<file path="src/rtl/core/c8ab_pkg.sv">
// Shared types and constants for the CHIP-8 ALU/branch unit.
// No dependencies; every rtl/core module but c8ab_ram refers to it by scoped names.
package c8ab_pkg;

    localparam int STACK_DEPTH = 16;
    localparam int SP_W        = $clog2(STACK_DEPTH + 1);  // holds 0..STACK_DEPTH
    localparam int SA_W        = $clog2(STACK_DEPTH);      // stack RAM address
    localparam int PC_W        = 12;
    localparam int BYTE_W      = 8;
    localparam int REG_NUM     = 16;
    localparam int RIDX_W      = 4;

    localparam logic [RIDX_W-1:0] FLAG_IDX = 4'hF;

    typedef enum logic [3:0] {
        OP_RET   = 4'd0,
        OP_JMP   = 4'd1,
        OP_CALL  = 4'd2,
        OP_SKEQI = 4'd3,
        OP_SKNEI = 4'd4,
        OP_SKEQR = 4'd5,
        OP_SETI  = 4'd6,
        OP_ADDI  = 4'd7,
        OP_MOV   = 4'd8,
        OP_OR    = 4'd9,
        OP_AND   = 4'd10,
        OP_XOR   = 4'd11,
        OP_ADDC  = 4'd12,
        OP_SUB   = 4'd13,
        OP_SUBN  = 4'd14,
        OP_SKNER = 4'd15
    } op_t;

    // register file write-back, issued when the word that was read retires
    typedef struct packed {
        logic                  we;
        logic [RIDX_W-1:0]     addr;
        logic [BYTE_W-1:0]     data;
        logic                  flag_we;
        logic [BYTE_W-1:0]     flag_data;
    } rf_wr_t;

    typedef struct packed {
        logic                  push;
        logic                  pop;
        logic [PC_W-1:0]       data;
    } stk_ctl_t;

    typedef struct packed {
        logic                  empty;
        logic                  full;
        logic [PC_W-1:0]       top;
    } stk_stat_t;

    typedef struct packed {
        op_t                   op;
        logic [RIDX_W-1:0]     x;
        logic [PC_W-1:0]       imm;
        logic [BYTE_W-1:0]     vx;
        logic [BYTE_W-1:0]     vy;
        logic [BYTE_W-1:0]     vf;
        logic [PC_W-1:0]       pc;
        stk_stat_t             stk;
    } exec_in_t;

    typedef struct packed {
        logic [PC_W-1:0]       pc_next;
        logic                  reg_we;      // write Vx in the RAM (x is not VF)
        logic [BYTE_W-1:0]     x_value;     // Vx after the instruction
        logic                  flag_we;
        logic [BYTE_W-1:0]     flag_value;  // VF after the instruction
        logic                  push;
        logic                  pop;
        logic                  fault;
    } exec_out_t;

endpackage

</file>
<file path="src/rtl/core/c8ab_ram.sv">
// Generic single-port-write, single-port-read synchronous RAM.
// Read data is registered; no dependencies.
module c8ab_ram #(
    parameter int WIDTH = 8,
    parameter int DEPTH = 16,
    localparam int AW   = (DEPTH > 1) ? $clog2(DEPTH) : 1
) (
    input  logic             aclk,
    input  logic             wr_en,
    input  logic [AW-1:0]    wr_addr,
    input  logic [WIDTH-1:0] wr_data,
    input  logic             rd_en,
    input  logic [AW-1:0]    rd_addr,
    output logic [WIDTH-1:0] rd_data
);

    logic [WIDTH-1:0] mem_reg [DEPTH];
    logic [WIDTH-1:0] rd_data_reg;

    always_ff @(posedge aclk) begin
        if (wr_en) begin
            mem_reg[wr_addr] <= wr_data;
        end
        if (rd_en) begin
            rd_data_reg <= mem_reg[rd_addr];
        end
    end

    assign rd_data = rd_data_reg;

endmodule

</file>
<file path="src/rtl/core/c8ab_regfile.sv">
// V0..V14 in two RAM copies (one per read port), VF in a flop.
// Valid bits give reset-to-zero; a one-entry bypass covers read-during-write.
// Depends on c8ab_pkg and c8ab_ram.
module c8ab_regfile (
    input  logic                              aclk,
    input  logic                              aresetn,
    input  logic                              rd_en,
    input  logic [c8ab_pkg::RIDX_W-1:0]       rd_x,
    input  logic [c8ab_pkg::RIDX_W-1:0]       rd_y,
    input  c8ab_pkg::rf_wr_t                  wr,
    output logic [c8ab_pkg::BYTE_W-1:0]       vx,
    output logic [c8ab_pkg::BYTE_W-1:0]       vy,
    output logic [c8ab_pkg::BYTE_W-1:0]       vf
);

    logic [c8ab_pkg::BYTE_W-1:0]  ram_x;
    logic [c8ab_pkg::BYTE_W-1:0]  ram_y;
    logic [c8ab_pkg::RIDX_W-1:0]  rx_reg;
    logic [c8ab_pkg::RIDX_W-1:0]  ry_reg;
    logic                         hit_x_reg;
    logic                         hit_y_reg;
    logic [c8ab_pkg::BYTE_W-1:0]  byp_data_reg;
    logic [c8ab_pkg::REG_NUM-1:0] valid_reg;
    logic [c8ab_pkg::BYTE_W-1:0]  flag_reg;

    c8ab_ram #(
        .WIDTH (c8ab_pkg::BYTE_W),
        .DEPTH (c8ab_pkg::REG_NUM)
    ) u_ram_x (
        .aclk    (aclk),
        .wr_en   (wr.we),
        .wr_addr (wr.addr),
        .wr_data (wr.data),
        .rd_en   (rd_en),
        .rd_addr (rd_x),
        .rd_data (ram_x)
    );

    c8ab_ram #(
        .WIDTH (c8ab_pkg::BYTE_W),
        .DEPTH (c8ab_pkg::REG_NUM)
    ) u_ram_y (
        .aclk    (aclk),
        .wr_en   (wr.we),
        .wr_addr (wr.addr),
        .wr_data (wr.data),
        .rd_en   (rd_en),
        .rd_addr (rd_y),
        .rd_data (ram_y)
    );

    always_ff @(posedge aclk) begin
        if (!aresetn) begin
            valid_reg <= '0;
            flag_reg  <= '0;
        end else begin
            if (wr.we) begin
                valid_reg[wr.addr] <= 1'b1;
            end
            if (wr.flag_we) begin
                flag_reg <= wr.flag_data;
            end
        end
    end

    // capture a write landing on the same edge as the read
    always_ff @(posedge aclk) begin
        if (rd_en) begin
            rx_reg       <= rd_x;
            ry_reg       <= rd_y;
            hit_x_reg    <= wr.we && (wr.addr == rd_x);
            hit_y_reg    <= wr.we && (wr.addr == rd_y);
            byp_data_reg <= wr.data;
        end
    end

    always_comb begin
        if (rx_reg == c8ab_pkg::FLAG_IDX) begin
            vx = flag_reg;
        end else if (hit_x_reg) begin
            vx = byp_data_reg;
        end else if (valid_reg[rx_reg]) begin
            vx = ram_x;
        end else begin
            vx = '0;
        end
    end

    always_comb begin
        if (ry_reg == c8ab_pkg::FLAG_IDX) begin
            vy = flag_reg;
        end else if (hit_y_reg) begin
            vy = byp_data_reg;
        end else if (valid_reg[ry_reg]) begin
            vy = ram_y;
        end else begin
            vy = '0;
        end
    end

    assign vf = flag_reg;

endmodule

</file>
<file path="src/rtl/core/c8ab_stack.sv">
// Return stack: RAM of return addresses plus the depth counter.
// Top entry is prefetched on accept; push-then-pop on adjacent words bypasses.
// Depends on c8ab_pkg and c8ab_ram.
module c8ab_stack (
    input  logic                  aclk,
    input  logic                  aresetn,
    input  logic                  rd_en,
    input  c8ab_pkg::stk_ctl_t    ctl,
    output c8ab_pkg::stk_stat_t   stat
);

    logic [c8ab_pkg::SP_W-1:0] depth_reg;
    logic [c8ab_pkg::SP_W-1:0] depth_next;
    logic [c8ab_pkg::SA_W-1:0] wr_addr;
    logic [c8ab_pkg::SA_W-1:0] rd_addr;
    logic [c8ab_pkg::PC_W-1:0] ram_data;
    logic                      hit_reg;
    logic [c8ab_pkg::PC_W-1:0] byp_data_reg;

    always_comb begin
        depth_next = depth_reg;
        if (ctl.push) begin
            depth_next = depth_reg + c8ab_pkg::SP_W'(1);
        end else if (ctl.pop) begin
            depth_next = depth_reg - c8ab_pkg::SP_W'(1);
        end
    end

    assign wr_addr = depth_reg[c8ab_pkg::SA_W-1:0];
    // top after the current word retires; meaningless when the stack goes empty
    assign rd_addr = c8ab_pkg::SA_W'(depth_next - c8ab_pkg::SP_W'(1));

    c8ab_ram #(
        .WIDTH (c8ab_pkg::PC_W),
        .DEPTH (c8ab_pkg::STACK_DEPTH)
    ) u_ram (
        .aclk    (aclk),
        .wr_en   (ctl.push),
        .wr_addr (wr_addr),
        .wr_data (ctl.data),
        .rd_en   (rd_en),
        .rd_addr (rd_addr),
        .rd_data (ram_data)
    );

    always_ff @(posedge aclk) begin
        if (!aresetn) begin
            depth_reg <= '0;
        end else begin
            depth_reg <= depth_next;
        end
    end

    always_ff @(posedge aclk) begin
        if (rd_en) begin
            hit_reg      <= ctl.push && (wr_addr == rd_addr);
            byp_data_reg <= ctl.data;
        end
    end

    assign stat.empty = (depth_reg == '0);
    assign stat.full  = (depth_reg == c8ab_pkg::SP_W'(c8ab_pkg::STACK_DEPTH));
    assign stat.top   = hit_reg ? byp_data_reg : ram_data;

endmodule

</file>
<file path="src/rtl/core/c8ab_exec.sv">
// Execute logic: ALU, skip compare, branch target and stack control.
// Purely combinational; depends on c8ab_pkg.
module c8ab_exec (
    input  c8ab_pkg::exec_in_t   ex_in,
    output c8ab_pkg::exec_out_t  ex_out
);

    logic [c8ab_pkg::BYTE_W-1:0] nn;
    logic [c8ab_pkg::BYTE_W:0]   sum;
    logic [c8ab_pkg::PC_W-1:0]   pc_tgt;
    logic [c8ab_pkg::BYTE_W-1:0] res;
    logic                        wr;
    logic                        fset;
    logic                        fbit;
    logic                        skip;
    logic                        x_is_f;
    logic                        push;
    logic                        pop;
    logic                        fault;
    logic [c8ab_pkg::BYTE_W-1:0] flag_val;

    assign nn  = ex_in.imm[c8ab_pkg::BYTE_W-1:0];
    assign sum = {1'b0, ex_in.vx} + {1'b0, ex_in.vy};

    always_comb begin
        pc_tgt = ex_in.pc;
        res    = ex_in.vx;
        wr     = 1'b0;
        fset   = 1'b0;
        fbit   = 1'b0;
        skip   = 1'b0;
        push   = 1'b0;
        pop    = 1'b0;
        fault  = 1'b0;
        unique case (ex_in.op)
            c8ab_pkg::OP_RET: begin
                if (ex_in.stk.empty) begin
                    fault = 1'b1;
                end else begin
                    pop    = 1'b1;
                    pc_tgt = ex_in.stk.top;
                end
            end
            c8ab_pkg::OP_JMP: pc_tgt = ex_in.imm;
            c8ab_pkg::OP_CALL: begin
                if (ex_in.stk.full) begin
                    fault = 1'b1;
                end else begin
                    push   = 1'b1;
                    pc_tgt = ex_in.imm;
                end
            end
            c8ab_pkg::OP_SKEQI: skip = (ex_in.vx == nn);
            c8ab_pkg::OP_SKNEI: skip = (ex_in.vx != nn);
            c8ab_pkg::OP_SKEQR: skip = (ex_in.vx == ex_in.vy);
            c8ab_pkg::OP_SKNER: skip = (ex_in.vx != ex_in.vy);
            c8ab_pkg::OP_SETI: begin
                res = nn;
                wr  = 1'b1;
            end
            c8ab_pkg::OP_ADDI: begin
                res = ex_in.vx + nn;
                wr  = 1'b1;
            end
            c8ab_pkg::OP_MOV: begin
                res = ex_in.vy;
                wr  = 1'b1;
            end
            c8ab_pkg::OP_OR: begin
                res = ex_in.vx | ex_in.vy;
                wr  = 1'b1;
            end
            c8ab_pkg::OP_AND: begin
                res = ex_in.vx & ex_in.vy;
                wr  = 1'b1;
            end
            c8ab_pkg::OP_XOR: begin
                res = ex_in.vx ^ ex_in.vy;
                wr  = 1'b1;
            end
            c8ab_pkg::OP_ADDC: begin
                res  = sum[c8ab_pkg::BYTE_W-1:0];
                wr   = 1'b1;
                fset = 1'b1;
                fbit = sum[c8ab_pkg::BYTE_W];
            end
            c8ab_pkg::OP_SUB: begin
                res  = ex_in.vx - ex_in.vy;
                wr   = 1'b1;
                fset = 1'b1;
                fbit = (ex_in.vx >= ex_in.vy);
            end
            c8ab_pkg::OP_SUBN: begin
                res  = ex_in.vy - ex_in.vx;
                wr   = 1'b1;
                fset = 1'b1;
                fbit = (ex_in.vy >= ex_in.vx);
            end
        endcase
    end

    // result into VF overrides the flag
    assign x_is_f = (ex_in.x == c8ab_pkg::FLAG_IDX);

    always_comb begin
        if (wr && x_is_f) begin
            flag_val = res;
        end else if (fset) begin
            flag_val = {{(c8ab_pkg::BYTE_W-1){1'b0}}, fbit};
        end else begin
            flag_val = ex_in.vf;
        end
    end

    assign ex_out.pc_next    = skip ? (ex_in.pc + c8ab_pkg::PC_W'(2)) : pc_tgt;
    assign ex_out.reg_we     = wr && !x_is_f;
    assign ex_out.x_value    = wr ? res : ex_in.vx;
    assign ex_out.flag_we    = fset || (wr && x_is_f);
    assign ex_out.flag_value = flag_val;
    assign ex_out.push       = push;
    assign ex_out.pop        = pop;
    assign ex_out.fault      = fault;

endmodule

</file>
<file path="src/rtl/core/chip8_alu_branch_unit.sv">
// CHIP-8 ALU and branch unit: executes one decoded instruction per input word
// (return, jump, call, the skips, immediate set/add, move, logic ops, add with
// carry and both subtracts) and returns pc, Vx, VF and a stack fault flag.
// Throughput is one word per clock while m_tready keeps the output register free;
// a word is held in stage 1 and then in the output register, which drives m_tvalid.
// V0..V14 and the return stack live in synchronous RAMs that
// are read on the accept edge; the word executes in stage 1 and writes
// back on the edge it moves into the output register. That read-execute-write
// loop through one RAM write port per store, closed by a one-entry bypass,
// sets the one-word-per-clock rate. The output register lets a new word in
// while a finished result waits on m_tready. Reset needs no clearing pass:
// register-file valid bits make unwritten registers read as zero.
// Depends on c8ab_pkg, c8ab_regfile, c8ab_stack, c8ab_exec.
module chip8_alu_branch_unit (
    input  logic        aclk,
    input  logic        aresetn,

    input  logic        s_tvalid,
    output logic        s_tready,
    input  logic [23:0] s_tdata,   // op[3:0], reg_x[7:4], reg_y[11:8], imm[23:12]

    output logic        m_tvalid,
    input  logic        m_tready,
    output logic [31:0] m_tdata    // pc_value[11:0], x_value[19:12],
                                   // flag_value[27:20], stack_fault[28], zero above
);

    // ---- handshake ----
    logic accept;
    logic fire;       // stage 1 word executes and retires into output reg

    // ---- stage 1 (RAM read data arrives here) ----
    logic                             s1_valid_reg;
    logic                             s1_valid_next;
    c8ab_pkg::op_t                    s1_op_reg;
    logic [c8ab_pkg::RIDX_W-1:0]      s1_x_reg;
    logic [c8ab_pkg::PC_W-1:0]        s1_imm_reg;

    // ---- architectural pc ----
    logic [c8ab_pkg::PC_W-1:0]        pc_reg;
    logic [c8ab_pkg::PC_W-1:0]        pc_next;

    // ---- output register ----
    logic                             out_valid_reg;
    logic                             out_valid_next;
    logic [c8ab_pkg::PC_W-1:0]        out_pc_reg;
    logic [c8ab_pkg::BYTE_W-1:0]      out_x_reg;
    logic [c8ab_pkg::BYTE_W-1:0]      out_flag_reg;
    logic                             out_fault_reg;

    // ---- datapath ----
    logic [c8ab_pkg::BYTE_W-1:0]      vx;
    logic [c8ab_pkg::BYTE_W-1:0]      vy;
    logic [c8ab_pkg::BYTE_W-1:0]      vf;
    c8ab_pkg::rf_wr_t                 rf_wr;
    c8ab_pkg::stk_ctl_t               stk_ctl;
    c8ab_pkg::stk_stat_t              stk_stat;
    c8ab_pkg::exec_in_t               ex_in;
    c8ab_pkg::exec_out_t              ex_out;

    assign fire     = s1_valid_reg && (!out_valid_reg || m_tready);
    assign s_tready = !s1_valid_reg || fire;
    assign accept   = s_tvalid && s_tready;

    assign s1_valid_next  = accept || (s1_valid_reg && !fire);
    assign out_valid_next = fire || (out_valid_reg && !m_tready);

    // register file: read Vx/Vy on accept, write back when stage 1 retires
    assign rf_wr.we        = fire && ex_out.reg_we;
    assign rf_wr.addr      = s1_x_reg;
    assign rf_wr.data      = ex_out.x_value;
    assign rf_wr.flag_we   = fire && ex_out.flag_we;
    assign rf_wr.flag_data = ex_out.flag_value;

    c8ab_regfile u_regfile (
        .aclk    (aclk),
        .aresetn (aresetn),
        .rd_en   (accept),
        .rd_x    (s_tdata[7:4]),
        .rd_y    (s_tdata[11:8]),
        .wr      (rf_wr),
        .vx      (vx),
        .vy      (vy),
        .vf      (vf)
    );

    // return stack: a call pushes the pc it found
    assign stk_ctl.push = fire && ex_out.push;
    assign stk_ctl.pop  = fire && ex_out.pop;
    assign stk_ctl.data = pc_reg;

    c8ab_stack u_stack (
        .aclk    (aclk),
        .aresetn (aresetn),
        .rd_en   (accept),
        .ctl     (stk_ctl),
        .stat    (stk_stat)
    );

    assign ex_in.op  = s1_op_reg;
    assign ex_in.x   = s1_x_reg;
    assign ex_in.imm = s1_imm_reg;
    assign ex_in.vx  = vx;
    assign ex_in.vy  = vy;
    assign ex_in.vf  = vf;
    assign ex_in.pc  = pc_reg;
    assign ex_in.stk = stk_stat;

    c8ab_exec u_exec (
        .ex_in  (ex_in),
        .ex_out (ex_out)
    );

    assign pc_next = fire ? ex_out.pc_next : pc_reg;

    // control state
    always_ff @(posedge aclk) begin
        if (!aresetn) begin
            s1_valid_reg  <= 1'b0;
            out_valid_reg <= 1'b0;
            pc_reg        <= '0;
        end else begin
            s1_valid_reg  <= s1_valid_next;
            out_valid_reg <= out_valid_next;
            pc_reg        <= pc_next;
        end
    end

    // stage 1 payload
    always_ff @(posedge aclk) begin
        if (accept) begin
            s1_op_reg  <= c8ab_pkg::op_t'(s_tdata[3:0]);
            s1_x_reg   <= s_tdata[7:4];
            s1_imm_reg <= s_tdata[23:12];
        end
    end

    // output payload
    always_ff @(posedge aclk) begin
        if (fire) begin
            out_pc_reg    <= ex_out.pc_next;
            out_x_reg     <= ex_out.x_value;
            out_flag_reg  <= ex_out.flag_value;
            out_fault_reg <= ex_out.fault;
        end
    end

    assign m_tvalid = out_valid_reg;
    assign m_tdata  = {3'b000, out_fault_reg, out_flag_reg, out_x_reg, out_pc_reg};

endmodule

</file>
<file path="config.mk">
export PLATFORM = sky130hd
export DESIGN_NAME = chip8_alu_branch_unit
export DESIGN_NICKNAME = d
export VERILOG_FILES = /design/src/rtl/core/c8ab_pkg.sv /design/src/rtl/core/c8ab_ram.sv /design/src/rtl/core/c8ab_regfile.sv /design/src/rtl/core/c8ab_stack.sv /design/src/rtl/core/c8ab_exec.sv /design/src/rtl/core/chip8_alu_branch_unit.sv
export SDC_FILE = /design/constraint.sdc
export NUM_CORES = 1
export LEC_CHECK = 0
export BUFFER_PORTS_ARGS = -buffer_cell sky130_fd_sc_hd__buf_4
export CORE_UTILIZATION = 50
export DETAILED_ROUTE_END_ITERATION = 10
export PLACE_DENSITY = 0.74
export SYNTH_ARGS = -nofsm -noshare
export SYNTH_HDL_FRONTEND = slang
export SYNTH_SLANG_ARGS = --single-unit
</file>
<file path="constraint.sdc">
create_clock -name aclk -period 6.79 [get_ports aclk]
set_clock_uncertainty 0.2 [all_clocks]
set_input_delay 1.358 -clock aclk [delete_from_list [all_inputs] [get_ports aclk]]
set_output_delay 1.358 -clock aclk [all_outputs]
set_load 0.1 [all_outputs]
</file>
# After elaboration in Yosys (flattened, before gate mapping)

Memories as Yosys holds them, arrays and structs flattened. A register that Yosys moved wholly into a read port is not among the register bits.
Cells that the tools add are included.
Widths: inputs -> output; s select.

Register bits after elaboration: 119
Memory bits (writable): 448
Input bits: 28
Output and inout port bits: 34
Logic and storage cells: 130
Memories kept: 3

Memory list:

| name                      | words | width | read ports | clocked after Yosys merged registers in | wr ports | line           | source |
|---|---|---|---|---|---|---|---|
| u_stack.u_ram.mem_reg     | 16    | 12    | 1          | 1                                       | 1        | c8ab_ram.sv:17 | `logic [WIDTH-1:0] mem_reg [DEPTH];` |
| u_regfile.u_ram_x.mem_reg | 16    | 8     | 1          | 1                                       | 1        | c8ab_ram.sv:17 |  |
| u_regfile.u_ram_y.mem_reg | 16    | 8     | 1          | 1                                       | 1        | c8ab_ram.sv:17 |  |

Add/sub/neg operators: 8
$lt $le $gt $ge: 5
Equality and inequality tests: 25
Multiplexer cells: 38
Bitwise logic cells: 4
Reductions and logical operators: 28

Operator list:

| operator              | number |
|---|---|
| $mux 8                | 9 |
| $pmux 8 s9            | 1 |
| $mux 12               | 4 |
| $eq 4x4->1 const B    | 10 |
| $pmux 12 s3           | 1 |
| $eq 4x3->1 const B    | 4 |
| $eq 8x8->1            | 2 |
| $ge 8x8->1            | 2 |
| $ne 8x8->1            | 2 |
| $or 16x16->16         | 1 |
| $sub 8x8->8           | 2 |
| $mux 1                | 15 |
| $logic_and 1x1->1     | 14 |
| $add 12x2->12 const B | 1 |
| $eq 4x4->1            | 3 |
| $lt 4x5->1 const B    | 2 |
| $mux 5                | 2 |
| $add 8x8->9           | 1 |
| $reduce_or 9->1       | 1 |
| $add 8x8->8           | 1 |
| $and 8x8->8           | 1 |
| $bmux 1 s4            | 2 |
| $eq 4x2->1 const B    | 2 |
| $or 8x8->8            | 1 |
| 16 further kinds      | 24 |

# Longest topological paths before layout

Depth in word-level cells: 9
Gate-level depth with buffers: 20
Mapped depth without buffers: 19

# Hierarchy

A second synthesis with hierarchy kept.

Cells, all modules: 1648
Area, all modules: 26573.0 µm²

By module, submodules not included:

| module                           | times used | cells each | area an instance (µm²) | seq. area each (µm²) |
|---|---|---|---|---|
| c8ab_ram (u_regfile.u_ram_x ...) | 2          | 229        | 5227.5                 | 4083.9 |
| c8ab_ram (u_stack.u_ram)         | 1          | 329        | 7719.9                 | 6125.9 |
| c8ab_exec                        | 1          | 436        | 3054.2                 | 0.0 |
| c8ab_regfile                     | 1          | 222        | 2212.1                 | 1021.0 |
| chip8_alu_branch_unit            | 1          | 120        | 2123.3                 | 1751.7 |
| c8ab_stack                       | 1          | 83         | 1008.5                 | 490.5 |

# Worst setup path before layout

OpenSTA, ideal clock, no wires.

Kind: input-to-reg
Start: input port m_tready
End: register u_stack.u_ram.rd_data_reg[10], in the netlist u_stack.u_ram.rd_data[10], read port of u_stack.u_ram.mem_reg (data pin)
Setup time: 0.272 ns
Arrival: 4.956 ns
Required time: 6.318 ns
Setup slack: 1.362 ns
Stages: 14
Buffers on the path: 4
Path through: nor2b_1 -> nand2b_1 -> buf_2 -> clkinv_1 -> nand2_1 -> nand2_1 -> xnor2_1 -> clkbuf_1 -> ha_1 -> xor2_1 -> buf_2 -> buf_1 -> mux4_2 -> mux4_2

Longest elaborated chain between the ends: 6
Elaborated cells between the ends (all ways): 9
Those cells by class: 1 x add/sub; 2 x mux; 6 x reduce/logical

Ends and longest elaborated chain:

| what                | line                        | source |
|---|---|---|
| from (decl)         | chip8_alu_branch_unit.sv:23 | `input logic m_tready,` |
| $logic_or 1x1->1 *  | chip8_alu_branch_unit.sv:61 | `assign fire = s1_valid_reg && (!out_valid_reg \|\| m_tready);` |
| $logic_and 1x1->1 * | chip8_alu_branch_unit.sv:61 |  |
| $logic_and 1x1->1   | chip8_alu_branch_unit.sv:89 | `assign stk_ctl.pop = fire && ex_out.pop;` |
| $mux 5              | c8ab_stack.sv:24            | `end else if (ctl.pop) begin` |
| $mux 5              | c8ab_stack.sv:22            | `if (ctl.push) begin` |
| $sub 4x1->4         | c8ab_stack.sv:31            | `assign rd_addr = c8ab_pkg::SA_W'(depth_next - c8ab_pkg::SP_W'(1));` |
| to (decl)           | c8ab_ram.sv:18              | `logic [WIDTH-1:0] rd_data_reg;` |

Mark *: on every way between the ends. The rest lies on a longest branch, timed or not.
A chain may end at the register's enable or synchronous reset.

==> key figures <==
Die
  – # rows: 76
  – Core box area: 43100 sq um
  – Die width: between 200 and 250 um
  – Die ar.: 44500 sq um
  – Initial Utilization: 0.507
  – Die Span Y: 211 um
  – Ports: 62

Place
  – Placed cells: 2024
  – GP Congestion: around 0.96
  – PortBufs: 58
  – Final HPWL DP: 34600 um

Timing
  – Relative slew slack: 0.126
  – Total negative slack: 0 ns
  – Setup-failing EPs final: 0
  – Final Hold Fails: 0
  – RSZ-0062 raised after global routing: false
  – Min cycle time layout: between 6 and 7 ns
  – Fmax: about 170 MHz
  – Final period util: 0.891
  – Worst-margin pin slew: 1.30 ns
  – Slew Limit Fails: 0

GRT
  – Largest net degree at the start of global routing: 51
  – Gr usage total: 0.245
  – GRT overflow: 0
  – Initial antenna violation count: 0
  – Via count of the first global-routing pass: 12.9k
  – First-pass GRT wire length: 80400 um

CTS
  – Root Buffer: clkbuf_16
  – Clock sinks: 467
  – H-tree lvl count: 2
  – Worst-path clk slew: 0.07 ns
  – Post-CTS setup buffers: 0
  – Worst-Skew Late Latency: around 0.59 ns
  – Cts hold-fix bufs: 0
  – Clock Path Buffers: 3
  – CTS buffer count: 47
  – Post-CTS sizing: 0
  – CTS tree: done

Final layout
  – Most frequent cells in the layout: edfxtp_1 (424), mux4_2 (147), nor2_1 (110)
  – Nets: 1565
  – Commonest non-fill, non-tap cell in the layout: edfxtp_1
  – Synth-to-Final Area Change: 12.3%
  – Antenna cells: 0
  – Layout cells sized above 1: 0.219
  – Final Instance Count excl. Fillers: 2107
  – Max FFs per register: 192

Power and ir drop
  – Net Switching: 0.00161 W
  – Peak supply drop: 0.000208 V
  – Lkg Pwr: 8.35 nW
  – Net Sw Frac: 0.243
  – Clk network pwr share: 0.390
  – Cell Int Power: 0.00501 W
  – Combinational share of power: 0.108
  – Flop pwr share: 0.502
  – PwrDens: 270 nW/um^2

Routing
  – Via count: 13.3k
  – Drt via density: 6.31
  – DRT Pass-1 Iters: 6
  – Initial DRC Count: 1545
  – Wire per inst: 25.4 um
  – Post-Route WL: between 50000 and 60000 um
  – DR DRC count: 0
  – Final ANT Viol Nets: 0

Critical path
  – CP endpoint kind: register
  – Critical path class: register to register
  – Ordered list of cells on the worst path: mux4_2 > o22ai_1 > a2bb2o_1 > and2_1 > a221o_1 > o21ai_0 > buf_4 > inv_1 > ha_1 > a21oi_1 > o21a_1 > nor2_1 > o41ai_1 > xnor3_1 > nand2_1 > o211ai_1 > nor3_1 > o21ai_1
  – CP max stage delay: 0.77 ns
  – Slowest CP cell: edfxtp_1
  – Worst EP required: 6.74 ns
  – Worst Path Max Fanout: 18
  – Worst EP arrival: approximately 6 ns
  – CP Launch Type: register

Flow run
  – Max cap viols: 0

Synthesis
  – Post-synth EDFFs: 424
  – Syn Area/Cell: 15.4 sq um
  – Post-synthesis async set-or-reset flop share: 0
  – Synth top area share: 0.583
  – Ys flop type: edfxtp_1
  – Ys Warns: 0
  – Yosys cell types: 84
  – Sequential share of the synthesized area: 0.623
  – Cell Area, Synth: 21800 sq um
  – Synth area leader: edfxtp_1
  – Number of synthesized register bits: 467
  – Synth top area cells: edfxtp_1 (58%), mux4_2 (15%), dfxtp_1 (3.9%)
  – Syn Inst Count: 1420

Status
  – Status: finished, final reports clean

Min path
  – Hold Path Class: register to register
-- per-stage QoR --
stage	worst slack, ns	util	hold WS (ns)	area [sq um]	total power (W)
2_1_floorplan	1.36	-	0.242	21900	0.00386
3_3_place_gp	1.05	0.534	0.270	23000	0.00408
3_5_place_dp	0.861	0.534	0.286	23000	0.00409
4_1_cts	0.849	0.569	0.295	24500	0.00666
5_1_grt	0.463	0.569	0.312	24500	0.00681
6_report	0.741	0.569	0.297	24500	0.00662
-- worst max-delay path: cells and delay by family (launching register included) --
| family | cells | cell delay (ns) |
|---|---|---|
| and+or+nand+nor | 4 | 0.75 |
| muxes | 1 | 0.59 |
| buffers and inverters | 2 | 0.35 |
| xor gates and xnor gates | 1 | 0.39 |
| DFF | 1 | 0.77 |
| adders and majority gates | 1 | 0.32 |
| AOI/OAI and AO/OA | 9 | 2.24 |
-- cells by family after synthesis --
family                     count (synthesis)  share of synthesized area
and+or+nand+nor                          332                     0.0716
AOI/OAI and AO/OA                        250                     0.0799
other                                      1                   0.000172
adders and majority gates                 49                     0.0295
muxes                                    166                      0.161
xor gates and xnor gates                  28                     0.0119
buffers and inverters                    127                     0.0238
DFF                                      467                      0.623
-- power groups by stage --
stage | logic [W] | registers [W] | clock network (W)
floorplan | 0.000435 | 0.00343 | 0
global placement | 0.000697 | 0.00338 | 0
detailed placement | 0.000706 | 0.00338 | 0
CTS | 0.000710 | 0.00332 | 0.00263
global route | 0.000765 | 0.00333 | 0.00272
finish | 0.000715 | 0.00333 | 0.00258
-- cell usage after synthesis (5+ instances only) --
cell	instances
buf_2	9
a21o_1	10
or3_1	7
a221oi_1	7
nand2_1	77
clkbuf_1	54
nand2b_1	18
nor3_1	29
o211a_1	5
nor2b_1	12
a31oi_1	14
and3_1	6
nand3_1	27
nor2_1	110
o221ai_1	7
buf_1	14
o22ai_1	9
a221o_1	5
o21a_1	5
xnor2_1	16
ha_1	45
xor2_1	11
nand4_1	6
dfxtp_1	43
a22oi_1	16
o21ai_0	52
mux4_2	147
a211oi_1	5
mux2i_1	15
a21oi_1	50
o2111ai_1	5
and2_1	17
inv_1	42
o211ai_1	9
edfxtp_1	424
-- metal layers --
metal	track usage	routed length, um
met1	0.335	21600
met2	0.400	26000
met3	0.0434	4340
met4	0.0787	1580
met5	0	0
-- layout make-up --
type / count / area [sq um]
inverters: 44 / 166
well taps: 585 / 732
clock inverters: 15 / 173
fillers: 3295 / 18600
repair buffers: 92 / 691
multi-input cells: 836 / 7800
flip-flops and latches: 467 / 13600
clock buffers: 68 / 1370
-- final timing paths --
| kind | from | end | slack (ns) | cells past startpoint |
|---|---|---|---|---|
| max reg2reg | u_regfile.rx_reg[2] | u_regfile.u_ram_y.mem_reg[15][7] | 0.74 | 18 |
| min | u_regfile.vf[4] | u_regfile.vf[4] | 0.30 | 2 |
| min reg2reg | u_regfile.vf[4] | u_regfile.vf[4] | 0.30 | 2 |
| max | u_regfile.rx_reg[2] | u_regfile.u_ram_y.mem_reg[15][7] | 0.74 | 18 |
Power figures use the tool's default switching activity.
